==> src/sv/sexp_tok_pkg.sv <==
// ----------------------------------------------------------------------------
// sexp_tok_pkg
// Token kinds and the result item type shared by the tokenizer modules.
// ----------------------------------------------------------------------------
package sexp_tok_pkg;

    localparam logic [3:0] KIND_LPAREN   = 4'd0;
    localparam logic [3:0] KIND_LBRACKET = 4'd1;
    localparam logic [3:0] KIND_RPAREN   = 4'd2;
    localparam logic [3:0] KIND_RBRACKET = 4'd3;
    localparam logic [3:0] KIND_QUOTE    = 4'd4;
    localparam logic [3:0] KIND_STRING   = 4'd5;
    localparam logic [3:0] KIND_SYMBOL   = 4'd6;
    localparam logic [3:0] KIND_NUMBER   = 4'd7;
    localparam logic [3:0] KIND_CHAR     = 4'd8;
    localparam logic [3:0] KIND_HASH     = 4'd9;

    typedef struct packed {
        logic [3:0]  kind;
        logic        has_byte;
        logic [7:0]  text_byte;
        logic [31:0] number_value;
        logic        is_last;
    } tok_t;

    localparam tok_t TOK_NONE = '{kind: KIND_LPAREN, has_byte: 1'b0, text_byte: 8'd0,
                                  number_value: 32'd0, is_last: 1'b0};

endpackage

==> src/sv/sexp_tok_core.sv <==
// ----------------------------------------------------------------------------
// sexp_tok_core
// Lexer state and the single-pass step logic; emits up to two tokens per item.
// ----------------------------------------------------------------------------
module sexp_tok_core
    import sexp_tok_pkg::*;
(
    input  logic       clk,
    input  logic       rst_n,
    input  logic       step,
    input  logic [7:0] byte_value,
    input  logic       end_of_input,
    output logic       res0_valid,
    output tok_t       res0,
    output logic       res1_valid,
    output tok_t       res1
);

    localparam logic [2:0] MODE_IDLE    = 3'd0;
    localparam logic [2:0] MODE_STRING  = 3'd1;
    localparam logic [2:0] MODE_COMMENT = 3'd2;
    localparam logic [2:0] MODE_SYMBOL  = 3'd3;
    localparam logic [2:0] MODE_DECIMAL = 3'd4;
    localparam logic [2:0] MODE_HASH    = 3'd5;
    localparam logic [2:0] MODE_HEX     = 3'd6;
    localparam logic [2:0] MODE_CHAR    = 3'd7;

    localparam logic [31:0] SAT32 = 32'hFFFF_FFFF;

    typedef struct packed {
        logic        emit;
        tok_t        tok;
        logic [2:0]  mode;
        logic [31:0] acc;
        logic        stop;
    } idle_t;

    logic [2:0]  mode_reg, mode_next;
    logic [31:0] acc_reg, acc_next;
    logic        stop_reg, stop_next;

    function automatic logic is_dec(input logic [7:0] c);
        is_dec = (c >= "0") && (c <= "9");
    endfunction

    function automatic logic is_alpha(input logic [7:0] c);
        is_alpha = ((c >= "a") && (c <= "z")) || ((c >= "A") && (c <= "Z"));
    endfunction

    function automatic logic is_hexletter(input logic [7:0] c);
        is_hexletter = ((c >= "a") && (c <= "f")) || ((c >= "A") && (c <= "F"));
    endfunction

    function automatic logic sym_start(input logic [7:0] c);
        sym_start = is_alpha(c) || (c == "+") || (c == "-") || (c == "/") ||
                    (c == "*") || (c == "=") || (c == ">") || (c == "<");
    endfunction

    function automatic logic sym_cont(input logic [7:0] c);
        sym_cont = sym_start(c) || is_dec(c) || (c == "_") || (c == "?");
    endfunction

    function automatic logic [3:0] hex_val(input logic [7:0] c);
        logic [7:0] t;
        t = 8'd0;
        if (is_dec(c))
            t = c - 8'h30;
        else if ((c >= "a") && (c <= "f"))
            t = c - 8'h57;
        else
            t = c - 8'h37;
        hex_val = t[3:0];
    endfunction

    function automatic tok_t mk_tok(input logic [3:0] kind, input logic has,
                                    input logic [7:0] tb, input logic [31:0] num,
                                    input logic last);
        tok_t t;
        t.kind         = kind;
        t.has_byte     = has;
        t.text_byte    = tb;
        t.number_value = num;
        t.is_last      = last;
        mk_tok = t;
    endfunction

    // Handle a byte as seen from idle, starting from the given accumulator.
    function automatic idle_t idle_byte(input logic [7:0] c, input logic [31:0] acc,
                                        input logic stop);
        idle_t r;
        r.emit = 1'b0;
        r.tok  = TOK_NONE;
        r.mode = MODE_IDLE;
        r.acc  = acc;
        r.stop = stop;
        case (c)
            "(":     begin r.emit = 1'b1; r.tok = mk_tok(KIND_LPAREN, 1'b0, 8'd0, 32'd0, 1'b1); end
            "[":     begin r.emit = 1'b1; r.tok = mk_tok(KIND_LBRACKET, 1'b0, 8'd0, 32'd0, 1'b1); end
            ")":     begin r.emit = 1'b1; r.tok = mk_tok(KIND_RPAREN, 1'b0, 8'd0, 32'd0, 1'b1); end
            "]":     begin r.emit = 1'b1; r.tok = mk_tok(KIND_RBRACKET, 1'b0, 8'd0, 32'd0, 1'b1); end
            8'h27:   begin r.emit = 1'b1; r.tok = mk_tok(KIND_QUOTE, 1'b0, 8'd0, 32'd0, 1'b1); end
            8'h22:   r.mode = MODE_STRING;
            ";":     r.mode = MODE_COMMENT;
            "#":     r.mode = MODE_HASH;
            default:
            begin
                if (sym_start(c))
                begin
                    r.mode = MODE_SYMBOL;
                    r.emit = 1'b1;
                    r.tok  = mk_tok(KIND_SYMBOL, 1'b1, c, 32'd0, 1'b0);
                end
                else if (is_dec(c))
                begin
                    r.mode = MODE_DECIMAL;
                    r.acc  = {28'd0, hex_val(c)};
                    r.stop = 1'b0;
                end
            end
        endcase
        idle_byte = r;
    endfunction

    logic        end_flag;
    logic [35:0] mac10;
    logic [35:0] mac16;
    logic [31:0] acc10;
    logic [31:0] acc16;
    idle_t       idle_here;
    idle_t       idle_after_num;
    idle_t       idle_after_tok;

    assign end_flag = end_of_input || (byte_value == 8'd0);

    // acc*10 + d and acc*16 + d, saturated to 32 bits
    assign mac10 = ({4'd0, acc_reg} << 3) + ({4'd0, acc_reg} << 1) +
                   {32'd0, hex_val(byte_value)};
    assign mac16 = ({4'd0, acc_reg} << 4) + {32'd0, hex_val(byte_value)};
    assign acc10 = (mac10[35:32] != 4'd0) ? SAT32 : mac10[31:0];
    assign acc16 = (mac16[35:32] != 4'd0) ? SAT32 : mac16[31:0];

    assign idle_here      = idle_byte(byte_value, acc_reg, stop_reg);
    assign idle_after_num = idle_byte(byte_value, 32'd0, 1'b0);
    assign idle_after_tok = idle_byte(byte_value, acc_reg, stop_reg);

    always_comb
    begin
        mode_next  = mode_reg;
        acc_next   = acc_reg;
        stop_next  = stop_reg;
        res0_valid = 1'b0;
        res0       = TOK_NONE;
        res1_valid = 1'b0;
        res1       = TOK_NONE;
        if (end_flag)
        begin
            // close whatever is pending and return to idle
            mode_next = MODE_IDLE;
            acc_next  = 32'd0;
            stop_next = 1'b0;
            case (mode_reg)
                MODE_STRING:  begin res0_valid = 1'b1; res0 = mk_tok(KIND_STRING, 1'b0, 8'd0, 32'd0, 1'b1); end
                MODE_SYMBOL:  begin res0_valid = 1'b1; res0 = mk_tok(KIND_SYMBOL, 1'b0, 8'd0, 32'd0, 1'b1); end
                MODE_DECIMAL,
                MODE_HEX:     begin res0_valid = 1'b1; res0 = mk_tok(KIND_NUMBER, 1'b0, 8'd0, acc_reg, 1'b1); end
                MODE_HASH:    begin res0_valid = 1'b1; res0 = mk_tok(KIND_HASH, 1'b0, 8'd0, 32'd0, 1'b1); end
                MODE_CHAR:    begin res0_valid = 1'b1; res0 = mk_tok(KIND_CHAR, 1'b0, 8'd0, 32'd0, 1'b1); end
                default:      res0_valid = 1'b0;
            endcase
        end
        else
        begin
            case (mode_reg)
                MODE_STRING:
                begin
                    res0_valid = 1'b1;
                    if (byte_value == 8'h22)
                    begin
                        mode_next = MODE_IDLE;
                        res0      = mk_tok(KIND_STRING, 1'b0, 8'd0, 32'd0, 1'b1);
                    end
                    else
                        res0 = mk_tok(KIND_STRING, 1'b1, byte_value, 32'd0, 1'b0);
                end
                MODE_COMMENT:
                begin
                    if (byte_value == 8'h0A)
                        mode_next = MODE_IDLE;
                end
                MODE_SYMBOL:
                begin
                    res0_valid = 1'b1;
                    if (sym_cont(byte_value))
                        res0 = mk_tok(KIND_SYMBOL, 1'b1, byte_value, 32'd0, 1'b0);
                    else
                    begin
                        res0       = mk_tok(KIND_SYMBOL, 1'b0, 8'd0, 32'd0, 1'b1);
                        res1_valid = idle_after_tok.emit;
                        res1       = idle_after_tok.tok;
                        mode_next  = idle_after_tok.mode;
                        acc_next   = idle_after_tok.acc;
                        stop_next  = idle_after_tok.stop;
                    end
                end
                MODE_DECIMAL,
                MODE_HEX:
                begin
                    if (is_dec(byte_value) && (mode_reg == MODE_DECIMAL))
                    begin
                        if (!stop_reg)
                            acc_next = acc10;
                    end
                    else if (is_hexletter(byte_value) && (mode_reg == MODE_DECIMAL))
                        stop_next = 1'b1;
                    else if ((is_dec(byte_value) || is_hexletter(byte_value)) &&
                             (mode_reg == MODE_HEX))
                        acc_next = acc16;
                    else
                    begin
                        // close the number, then treat the byte from idle
                        res0_valid = 1'b1;
                        res0       = mk_tok(KIND_NUMBER, 1'b0, 8'd0, acc_reg, 1'b1);
                        res1_valid = idle_after_num.emit;
                        res1       = idle_after_num.tok;
                        mode_next  = idle_after_num.mode;
                        acc_next   = idle_after_num.acc;
                        stop_next  = idle_after_num.stop;
                    end
                end
                MODE_HASH:
                begin
                    if (byte_value == "x")
                    begin
                        mode_next = MODE_HEX;
                        acc_next  = 32'd0;
                        stop_next = 1'b0;
                    end
                    else if (byte_value == 8'h5C)
                        mode_next = MODE_CHAR;
                    else
                    begin
                        res0_valid = 1'b1;
                        res0       = mk_tok(KIND_HASH, 1'b0, 8'd0, 32'd0, 1'b1);
                        res1_valid = idle_after_tok.emit;
                        res1       = idle_after_tok.tok;
                        mode_next  = idle_after_tok.mode;
                        acc_next   = idle_after_tok.acc;
                        stop_next  = idle_after_tok.stop;
                    end
                end
                MODE_CHAR:
                begin
                    mode_next  = MODE_IDLE;
                    res0_valid = 1'b1;
                    res0       = mk_tok(KIND_CHAR, 1'b1, byte_value, 32'd0, 1'b1);
                end
                default:
                begin
                    res0_valid = idle_here.emit;
                    res0       = idle_here.tok;
                    mode_next  = idle_here.mode;
                    acc_next   = idle_here.acc;
                    stop_next  = idle_here.stop;
                end
            endcase
        end
    end

    always_ff @(posedge clk or negedge rst_n)
    begin
        if (!rst_n)
        begin
            mode_reg <= MODE_IDLE;
            acc_reg  <= 32'd0;
            stop_reg <= 1'b0;
        end
        else if (step)
        begin
            mode_reg <= mode_next;
            acc_reg  <= acc_next;
            stop_reg <= stop_next;
        end
    end

endmodule

==> src/sv/sexp_tok_fifo.sv <==
// ----------------------------------------------------------------------------
// sexp_tok_fifo
// Four-entry result queue; takes up to two tokens per cycle, gives one per cycle while out_ready is high.
// ----------------------------------------------------------------------------
module sexp_tok_fifo
    import sexp_tok_pkg::*;
(
    input  logic clk,
    input  logic rst_n,
    input  logic push0,
    input  tok_t data0,
    input  logic push1,
    input  tok_t data1,
    output logic room2,
    output logic out_valid,
    input  logic out_ready,
    output tok_t out_data
);

    tok_t       mem [4];
    logic [1:0] wr_ptr_reg, wr_ptr_next;
    logic [1:0] rd_ptr_reg, rd_ptr_next;
    logic [2:0] count_reg, count_next;
    logic       pop;
    logic [1:0] wr_ptr_plus1;

    assign out_valid    = (count_reg != 3'd0);
    assign out_data     = mem[rd_ptr_reg];
    assign pop          = out_valid && out_ready;
    assign room2        = (count_reg <= 3'd2);
    assign wr_ptr_plus1 = wr_ptr_reg + 2'd1;

    always_comb
    begin
        wr_ptr_next = wr_ptr_reg + {1'b0, push0} + {1'b0, push1};
        rd_ptr_next = rd_ptr_reg + {1'b0, pop};
        count_next  = count_reg + {2'd0, push0} + {2'd0, push1} - {2'd0, pop};
    end

    // push1 is only raised together with push0
    always_ff @(posedge clk)
    begin
        if (push0)
            mem[wr_ptr_reg] <= data0;
        if (push1)
            mem[wr_ptr_plus1] <= data1;
    end

    always_ff @(posedge clk or negedge rst_n)
    begin
        if (!rst_n)
        begin
            wr_ptr_reg <= 2'd0;
            rd_ptr_reg <= 2'd0;
            count_reg  <= 3'd0;
        end
        else
        begin
            wr_ptr_reg <= wr_ptr_next;
            rd_ptr_reg <= rd_ptr_next;
            count_reg  <= count_next;
        end
    end

endmodule

==> src/sv/s_expression_tokenizer.sv <==
// ----------------------------------------------------------------------------
// s_expression_tokenizer
// Byte-stream s-expression lexer with a stream input and a token stream output.
// ----------------------------------------------------------------------------
// One source byte is taken per item (s_tlast marks end of input, as does a
// zero byte) and lands in an input register. The lexer step then updates its
// state, once the queue has room for two tokens, and writes zero, one or two
// tokens into a four-entry result queue, from which a token reaches the master
// side. A new byte is taken every cycle as long as the queue has room for two
// tokens; the sustained rate is one byte per cycle when each byte yields at
// most one token and m_tready stays high, and is set by the single-token
// output port when a byte both closes a symbol, number or bare hash and starts
// a new token.
module s_expression_tokenizer
    import sexp_tok_pkg::*;
(
    input  logic        clk,
    input  logic        rst_n,
    input  logic        s_tvalid,
    output logic        s_tready,
    input  logic [7:0]  s_tdata,   // byte_value[7:0]
    input  logic        s_tlast,   // end_of_input
    output logic        m_tvalid,
    input  logic        m_tready,
    output logic [47:0] m_tdata,   // has_byte[0], text_byte[8:1], number_value[40:9], zero fill
    output logic [3:0]  m_tuser,   // kind[3:0]
    output logic        m_tlast    // is_last
);

    logic       in_valid_reg, in_valid_next;
    logic [7:0] in_byte_reg;
    logic       in_end_reg;
    logic       room2;
    logic       step;
    logic       s_fire;
    logic       res0_valid, res1_valid;
    tok_t       res0, res1;
    tok_t       out_tok;

    assign step          = in_valid_reg && room2;
    assign s_tready      = !in_valid_reg || step;
    assign s_fire        = s_tvalid && s_tready;
    assign in_valid_next = s_fire || (in_valid_reg && !step);

    always_ff @(posedge clk or negedge rst_n)
    begin
        if (!rst_n)
            in_valid_reg <= 1'b0;
        else
            in_valid_reg <= in_valid_next;
    end

    always_ff @(posedge clk)
    begin
        if (s_fire)
        begin
            in_byte_reg <= s_tdata;
            in_end_reg  <= s_tlast;
        end
    end

    sexp_tok_core u_core (
        .clk          (clk),
        .rst_n        (rst_n),
        .step         (step),
        .byte_value   (in_byte_reg),
        .end_of_input (in_end_reg),
        .res0_valid   (res0_valid),
        .res0         (res0),
        .res1_valid   (res1_valid),
        .res1         (res1)
    );

    sexp_tok_fifo u_fifo (
        .clk       (clk),
        .rst_n     (rst_n),
        .push0     (step && res0_valid),
        .data0     (res0),
        .push1     (step && res1_valid),
        .data1     (res1),
        .room2     (room2),
        .out_valid (m_tvalid),
        .out_ready (m_tready),
        .out_data  (out_tok)
    );

    assign m_tdata = {7'd0, out_tok.number_value, out_tok.text_byte, out_tok.has_byte};
    assign m_tuser = out_tok.kind;
    assign m_tlast = out_tok.is_last;

endmodule
==> config.mk <==
export PLATFORM = sky130hd
export DESIGN_NAME = s_expression_tokenizer
export DESIGN_NICKNAME = d
export VERILOG_FILES = /design/src/sv/sexp_tok_pkg.sv /design/src/sv/sexp_tok_core.sv /design/src/sv/sexp_tok_fifo.sv /design/src/sv/s_expression_tokenizer.sv
export SDC_FILE = /design/constraint.sdc
export NUM_CORES = 1
export LEC_CHECK = 0
export BUFFER_PORTS_ARGS = -buffer_cell sky130_fd_sc_hd__buf_2
export CAP_MARGIN = 20
export CORE_ASPECT_RATIO = 0.9
export CORE_MARGIN = 2
export CORE_UTILIZATION = 56
export CTS_CLUSTER_DIAMETER = 80
export DETAILED_ROUTE_END_ITERATION = 10
export PLACE_DENSITY = 0.77
export SYNTH_ARGS = -nofsm -noshare
export SYNTH_HDL_FRONTEND = slang
export SYNTH_SLANG_ARGS = --single-unit
==> constraint.sdc <==
create_clock -name clk -period 5.3 [get_ports clk]
set_clock_uncertainty 0.15 [all_clocks]
set_input_delay 0.795 -clock clk [delete_from_list [all_inputs] [get_ports clk]]
set_output_delay 0.795 -clock clk [all_outputs]
set_load 0.005 [all_outputs]
Yosys cells after proc, flatten, opt, wreduce, memory -nomap -nowiden
Memories as Yosys holds them, arrays and structs flattened.
Index checks and enable logic that the tools add are counted.
{"block": "classes", "n_reduce_logical": 46, "n_eq_ne": 38, "addsub": 13, "n_mux": 81, "n_lt_le_gt_ge": 9}
{"operator": "2-to-1 mux 46 bit", "n": 12}
{"operator": "2-to-1 mux 32 bit", "n": 10}
{"operator": "one-hot mux 47 bit (6 select lines)", "n": 1}
{"operator": "one-hot mux 46 bit (6 select lines)", "n": 1}
{"operator": "one-hot mux 46 bit (5 select lines)", "n": 1}
{"operator": "one-hot mux 46 bit (3 select lines)", "n": 1}
{"operator": "2-to-1 mux 33 bit", "n": 4}
{"operator": "one-hot mux 32 bit (4 select lines)", "n": 1}
{"operator": "== test 8 x 6 -> 1 bit (second input constant)", "n": 14}
{"operator": "2-to-1 mux 42 bit", "n": 2}
{"operator": "adder 36 x 4 -> 36 bit", "n": 2}
{"operator": "2-to-1 mux 36 bit", "n": 2}
{"operator": "2-to-1 mux 47 bit", "n": 1}
{"operator": "2-to-1 mux 45 bit", "n": 1}
{"operator": "== test 8 x 7 -> 1 bit (second input constant)", "n": 5}
{"operator": "adder 35 x 33 -> 36 bit", "n": 1}
{"operator": "2-to-1 mux 3 bit", "n": 11}
{"operator": "less-or-equal comparator 8 x 7 -> 1 bit (second input constant)", "n": 4}
{"operator": "2-to-1 mux 1 bit", "n": 25}
{"operator": "one-hot mux 3 bit (4 select lines)", "n": 2}
{"operator": "one-hot mux 3 bit (6 select lines)", "n": 1}
{"operator": "greater-or-equal comparator 8 x 7 -> 1 bit (second input constant)", "n": 2}
{"operator": "logical OR 1 bit", "n": 16}
{"operator": "logical AND 1 bit", "n": 14}
{"operator": "32 further kinds", "n": 53}
{"block": "word_totals", "out_inout_bits": 55, "word_cells": 197, "reg_bits": 53, "in_bits": 13, "mem_bits_rw": 184, "n_memories": 1}
{"name": "u_fifo.mem", "depth": 4, "width": 46, "rd": 1, "rd_clocked_by_memory_dff": 0, "write_ports": 2, "line": "sexp_tok_fifo.sv:20", "rtl": "tok_t mem [4];"}

Longest topological paths before layout
{"block": "logic_depth", "word_depth": 20, "depth_mapped": 20, "mapped_depth_nobuf": 17}

Hierarchy
A second synthesis with hierarchy kept.
{"block": "hier_totals", "hier_cells": 1331, "hier_area_um2": 15905.3}
{"module": "sexp_tok_fifo", "seq_area_each_um2": 5700.5, "cells_each": 481, "area_each_um2": 9631.7, "instances": 1}
{"module": "sexp_tok_core", "seq_area_each_um2": 900.9, "cells_each": 826, "area_each_um2": 5874.4, "instances": 1}
{"module": "s_expression_tokenizer", "seq_area_each_um2": 295.3, "cells_each": 24, "area_each_um2": 399.1, "instances": 1}

Worst setup path after synthesis
Ideal clock, no wire load.
{"block": "synth_timing", "path_kind": "reg-to-reg", "start": "register in_byte_reg[1]", "end": "register u_core.acc_reg[23]", "setup_slack_ns": 0.374, "arrival_ns": 4.639, "t_required_ns": 5.014, "setup_time_ns": 0.136, "n_path_buf": 3, "period_less_slack_ns": 4.926, "stages_incl_launch_ff": 21, "cell_sequence": "edfxtp_1 > inv_2 > ha_1 > clkbuf_1 > o21bai_1 > a21o_1 > buf_2 > a21oi_1 > a31oi_1 > fa_1 > inv_1 > fa_1 > a21o_1 > a221o_1 > a21o_1 > nand2_1 > a311oi_1 > or4b_1 > a221oi_2 > clkbuf_1 > o211ai_1"}
{"block": "synth_via", "elab_chain_cells": 17, "elab_cells_between_ends": 82, "classes_between": "add/sub (5); order compare (8); eq/ne (24); mux (18); reduce/logical (27)"}
{"element": "from (decl)", "line": "s_expression_tokenizer.sv:31", "rtl": "logic [7:0] in_byte_reg;"}
{"element": "from (signal assigned)", "line": "s_expression_tokenizer.sv:57", "rtl": "in_byte_reg <= s_tdata;"}
{"element": "parallel branches: the longest is 17 deep, another holds adder 36 x 4 -> 36 bit"}
{"element": "to (signal assigned)", "line": "sexp_tok_core.sv:280", "rtl": "acc_reg <= acc_next;"}
{"element": "to (decl)", "line": "sexp_tok_core.sv:39", "rtl": "logic [31:0] acc_reg, acc_next;"}
Parallel ways; which one is timed is not known. The select of a mux whose other input is x is not followed.
A chain may end at the register's enable or synchronous reset.

Final worst setup path
{"block": "layout_timing", "start": "register in_byte_reg[0]", "end": "register u_core.acc_reg[6]"}
Same word-level chain as after synthesis.

==> flow_summary.json <==
{
  "routed_via_density": 6.85,
  "grtUsageTotal_pct": 29.2,
  "postSynthAreaPerCell_um2": 9.91,
  "leakage_nw": 5.92,
  "netlist.area_leader.share_pct": 19.2,
  "cts-root-buf": "clkbuf_16",
  "endpoint": "u_core.acc_reg[6]",
  "vdd.ir_drop.worst_mv": 0.250,
  "drt_iter0_markers": 1578,
  "ys_ff_latch": 237,
  "vias": 11772,
  "status": "finished, final reports clean",
  "post_dp_cell_area_mm2": 0.0142,
  "async_flop_share_pct": 18.6,
  "synthesis.area_mm2": 0.0138,
  "cts_tree": "done",
  "slew_viol_final": 0,
  "critPathMaxFanout": 21,
  "antenna_left": 0,
  "drc": 0,
  "max_stage_delay_ns": 0.58,
  "crit_type": "flop to flop",
  "synth_area_leaders": "dfxtp_1 (19%), edfxtp_1 (13%), dfrtp_1 (8.0%)",
  "antenna_found_initial": 0,
  "regToRegEndpoint": "u_core.acc_reg[6]",
  "finalHoldViolCount": 0,
  "syn_inst": 1389,
  "dpl.hpwl_mm": 25.2,
  "setup_viol": 0,
  "grt_setup_unrepaired": "yes",
  "cp_cell_sequence": "inv_1, ha_2, o21bai_1, a21o_1, a21oi_1, a31oi_1, fa_1, inv_1, fa_1, a21o_1, a221o_1, a21o_1, nand2_1, a311oi_1, or4b_1, a221oi_2, buf_6, o21ai_0",
  "synthToLayoutAreaGrowth_pct": 10.0,
  "fp.coreArea_mm2": 0.0242,
  "cp-end-kind": "flop",
  "post_cts_buffers": 0,
  "dr.pass1.iters": 5,
  "cts_buffers": 26,
  "cts_buffer_depth": 3,
  "relSlewSlack_pct": 27.1,
  "crit_start": "in_byte_reg[0]",
  "worstPathRequired_ns": 5.55,
  "path_clk_slew_ns": 0.06,
  "worst_pin_slew_ns": 1.09,
  "dieArea_mm2": 0.0258,
  "fmax_mhz": 203,
  "finalCritPeriodShare_pct": 93.1,
  "p_per_area_mw_per_mm2": 384,
  "start_kind": "flop",
  "r2r-start": "in_byte_reg[0]",
  "wirelength_mm": 38.0,
  "rr_worst_depth": 18,
  "largest_register_ffs": 184,
  "yosys-top-cells-count": "dfxtp_1 (132), nand2_1 (132), a32o_1 (96)",
  "arrival_ns": 5.18,
  "grt_max_degree": 62,
  "io_buffers": 60,
  "post_drt_wl_per_cell_um": 22.1,
  "fin_area_mm2": 0.0151,
  "die_h_um": 153,
  "drive_gt1_share_pct": 14.8,
  "synth_top_area_cell": "dfxtp_1",
  "cts.sinks": 237,
  "maxCapViolations": 0,
  "cpMostUsedCell": "a21o_1",
  "rows": 54,
  "die_x_um": 169,
  "reg2reg_slack_ns": 0.37,
  "period_needed_ns": 4.93,
  "fin_util_pct": 62.6,
  "yosysWarnings": 0,
  "io_pins": 68,
  "cts-htree-levels": 1,
  "start_util_pct": 56.9,
  "crit_slowest_cell": "fa_1",
  "synth_cell_types": 82,
  "seq_area_frac_synth_pct": 40.5,
  "place.gp.congestion": 0.991,
  "antenna_cells": 0,
  "overflow": 0,
  "grt_pass1_wl_mm": 61.1,
  "clk_latency_ns": 0.54,
  "hold_path_class": "input port to async pin",
  "synthFlopType": "dfxtp_1",
  "num-nets-final": 1479,
  "synth_edf_count": 61,
  "grt_pass1_vias": 11269
}
==> routing by layer <==
layer	wire length (um)	global-route usage, %	vias to the layer above	part of all wire [%]
li1	-	-	5363	-
met1	16500	42.9	5786	44
met2	17200	45.7	573	45
met3	3710	5.06	50	9.8
met4	521	6.15	0	1.4
met5	0	0	-	0
==> placed cells by master, fill, tap and decap left out, drive strengths merged, types with 18 or more instances in the layout <==
cell type / Yosys / routed
xnor2: 18 / 18
ha: 71 / 71
a21oi: 79 / 79
buf: 33 / 91
nor3: 25 / 25
inv: 29 / 31
and2: 23 / 23
nand3: 53 / 53
o21ai: 96 / 96
a32o: 96 / 96
nor2b: 18 / 18
edfxtp: 61 / 61
dfrtp: 44 / 44
clkbuf: 91 / 34
nand2: 132 / 132
a32oi: 30 / 30
dfxtp: 132 / 132
nor2: 79 / 79
mux4: 46 / 46
==> report_power, final <==
group	switching, mW	internal, mW
logic	1.03	0.586
registers	0.213	2.00
clock network	0.762	1.22
==> what timing repair did <==
item,in CTS,in global routing
gates resized for setup,0,4
endpoints found under the hold margin,0,0
endpoints found under the setup margin,0,32
hold buffers,0,0
==> critical path, delay by kind of cell (launching register included) <==
family,cells,cell delay [ns]
AND/OR/NAND/NOR,2,0.58
AO/OA/AOI/OAI,10,1.95
buffers and inverters,3,0.44
flip-flops,1,0.39
adder cells (fa/ha/maj),3,1.27
==> worst min-delay path by stage <==
stage | end | from
3_5_place_dp | u_fifo.mem[2][31] | u_fifo.mem[2][31]
6_report | u_core.acc_reg[19] | rst_n
4_1_cts | u_core.acc_reg[4] | rst_n
3_3_place_gp | u_fifo.mem[2][23] | u_fifo.mem[2][23]
2_1_floorplan | u_fifo.mem[2][10] | u_fifo.mem[2][10]
5_1_grt | u_core.acc_reg[18] | rst_n
==> layout make-up <==
type,count,area (um2)
clock inverters,14,210
inverters,30,113
flip-flops and latches,237,5580
multi-input cells,1004,7590
fillers,1970,9040
clock buffers,34,733
repair buffers,91,533
well taps,308,385
==> kinds of logic after synthesis <==
group           after synthesis  synth area share (%)
other cells                   1                0.0272
xor+xnor                     27                  1.72
compound gates              439                  23.2
fa+ha+maj                    76                  7.18
mux                          52                  7.98
simple gates                403                  14.4
buf+inv                     154                  5.00
flops                       237                  40.5
==> metrics by stage <==
step	power, mW	std cells	setup slack (ns)	hold WS [ns]	setup TNS (ns)
6_report	5.82	1718	0.368	0.219	0
5_1_grt	6.07	1718	-0.00759	0.260	-0.00759
4_1_cts	5.80	1718	0.220	0.236	0
3_5_place_dp	3.83	1670	0.237	0.296	0
3_3_place_gp	3.81	1669	0.390	0.289	0
2_1_floorplan	3.36	1395	0.374	0.283	0
(Power assumes the default switching activity.)
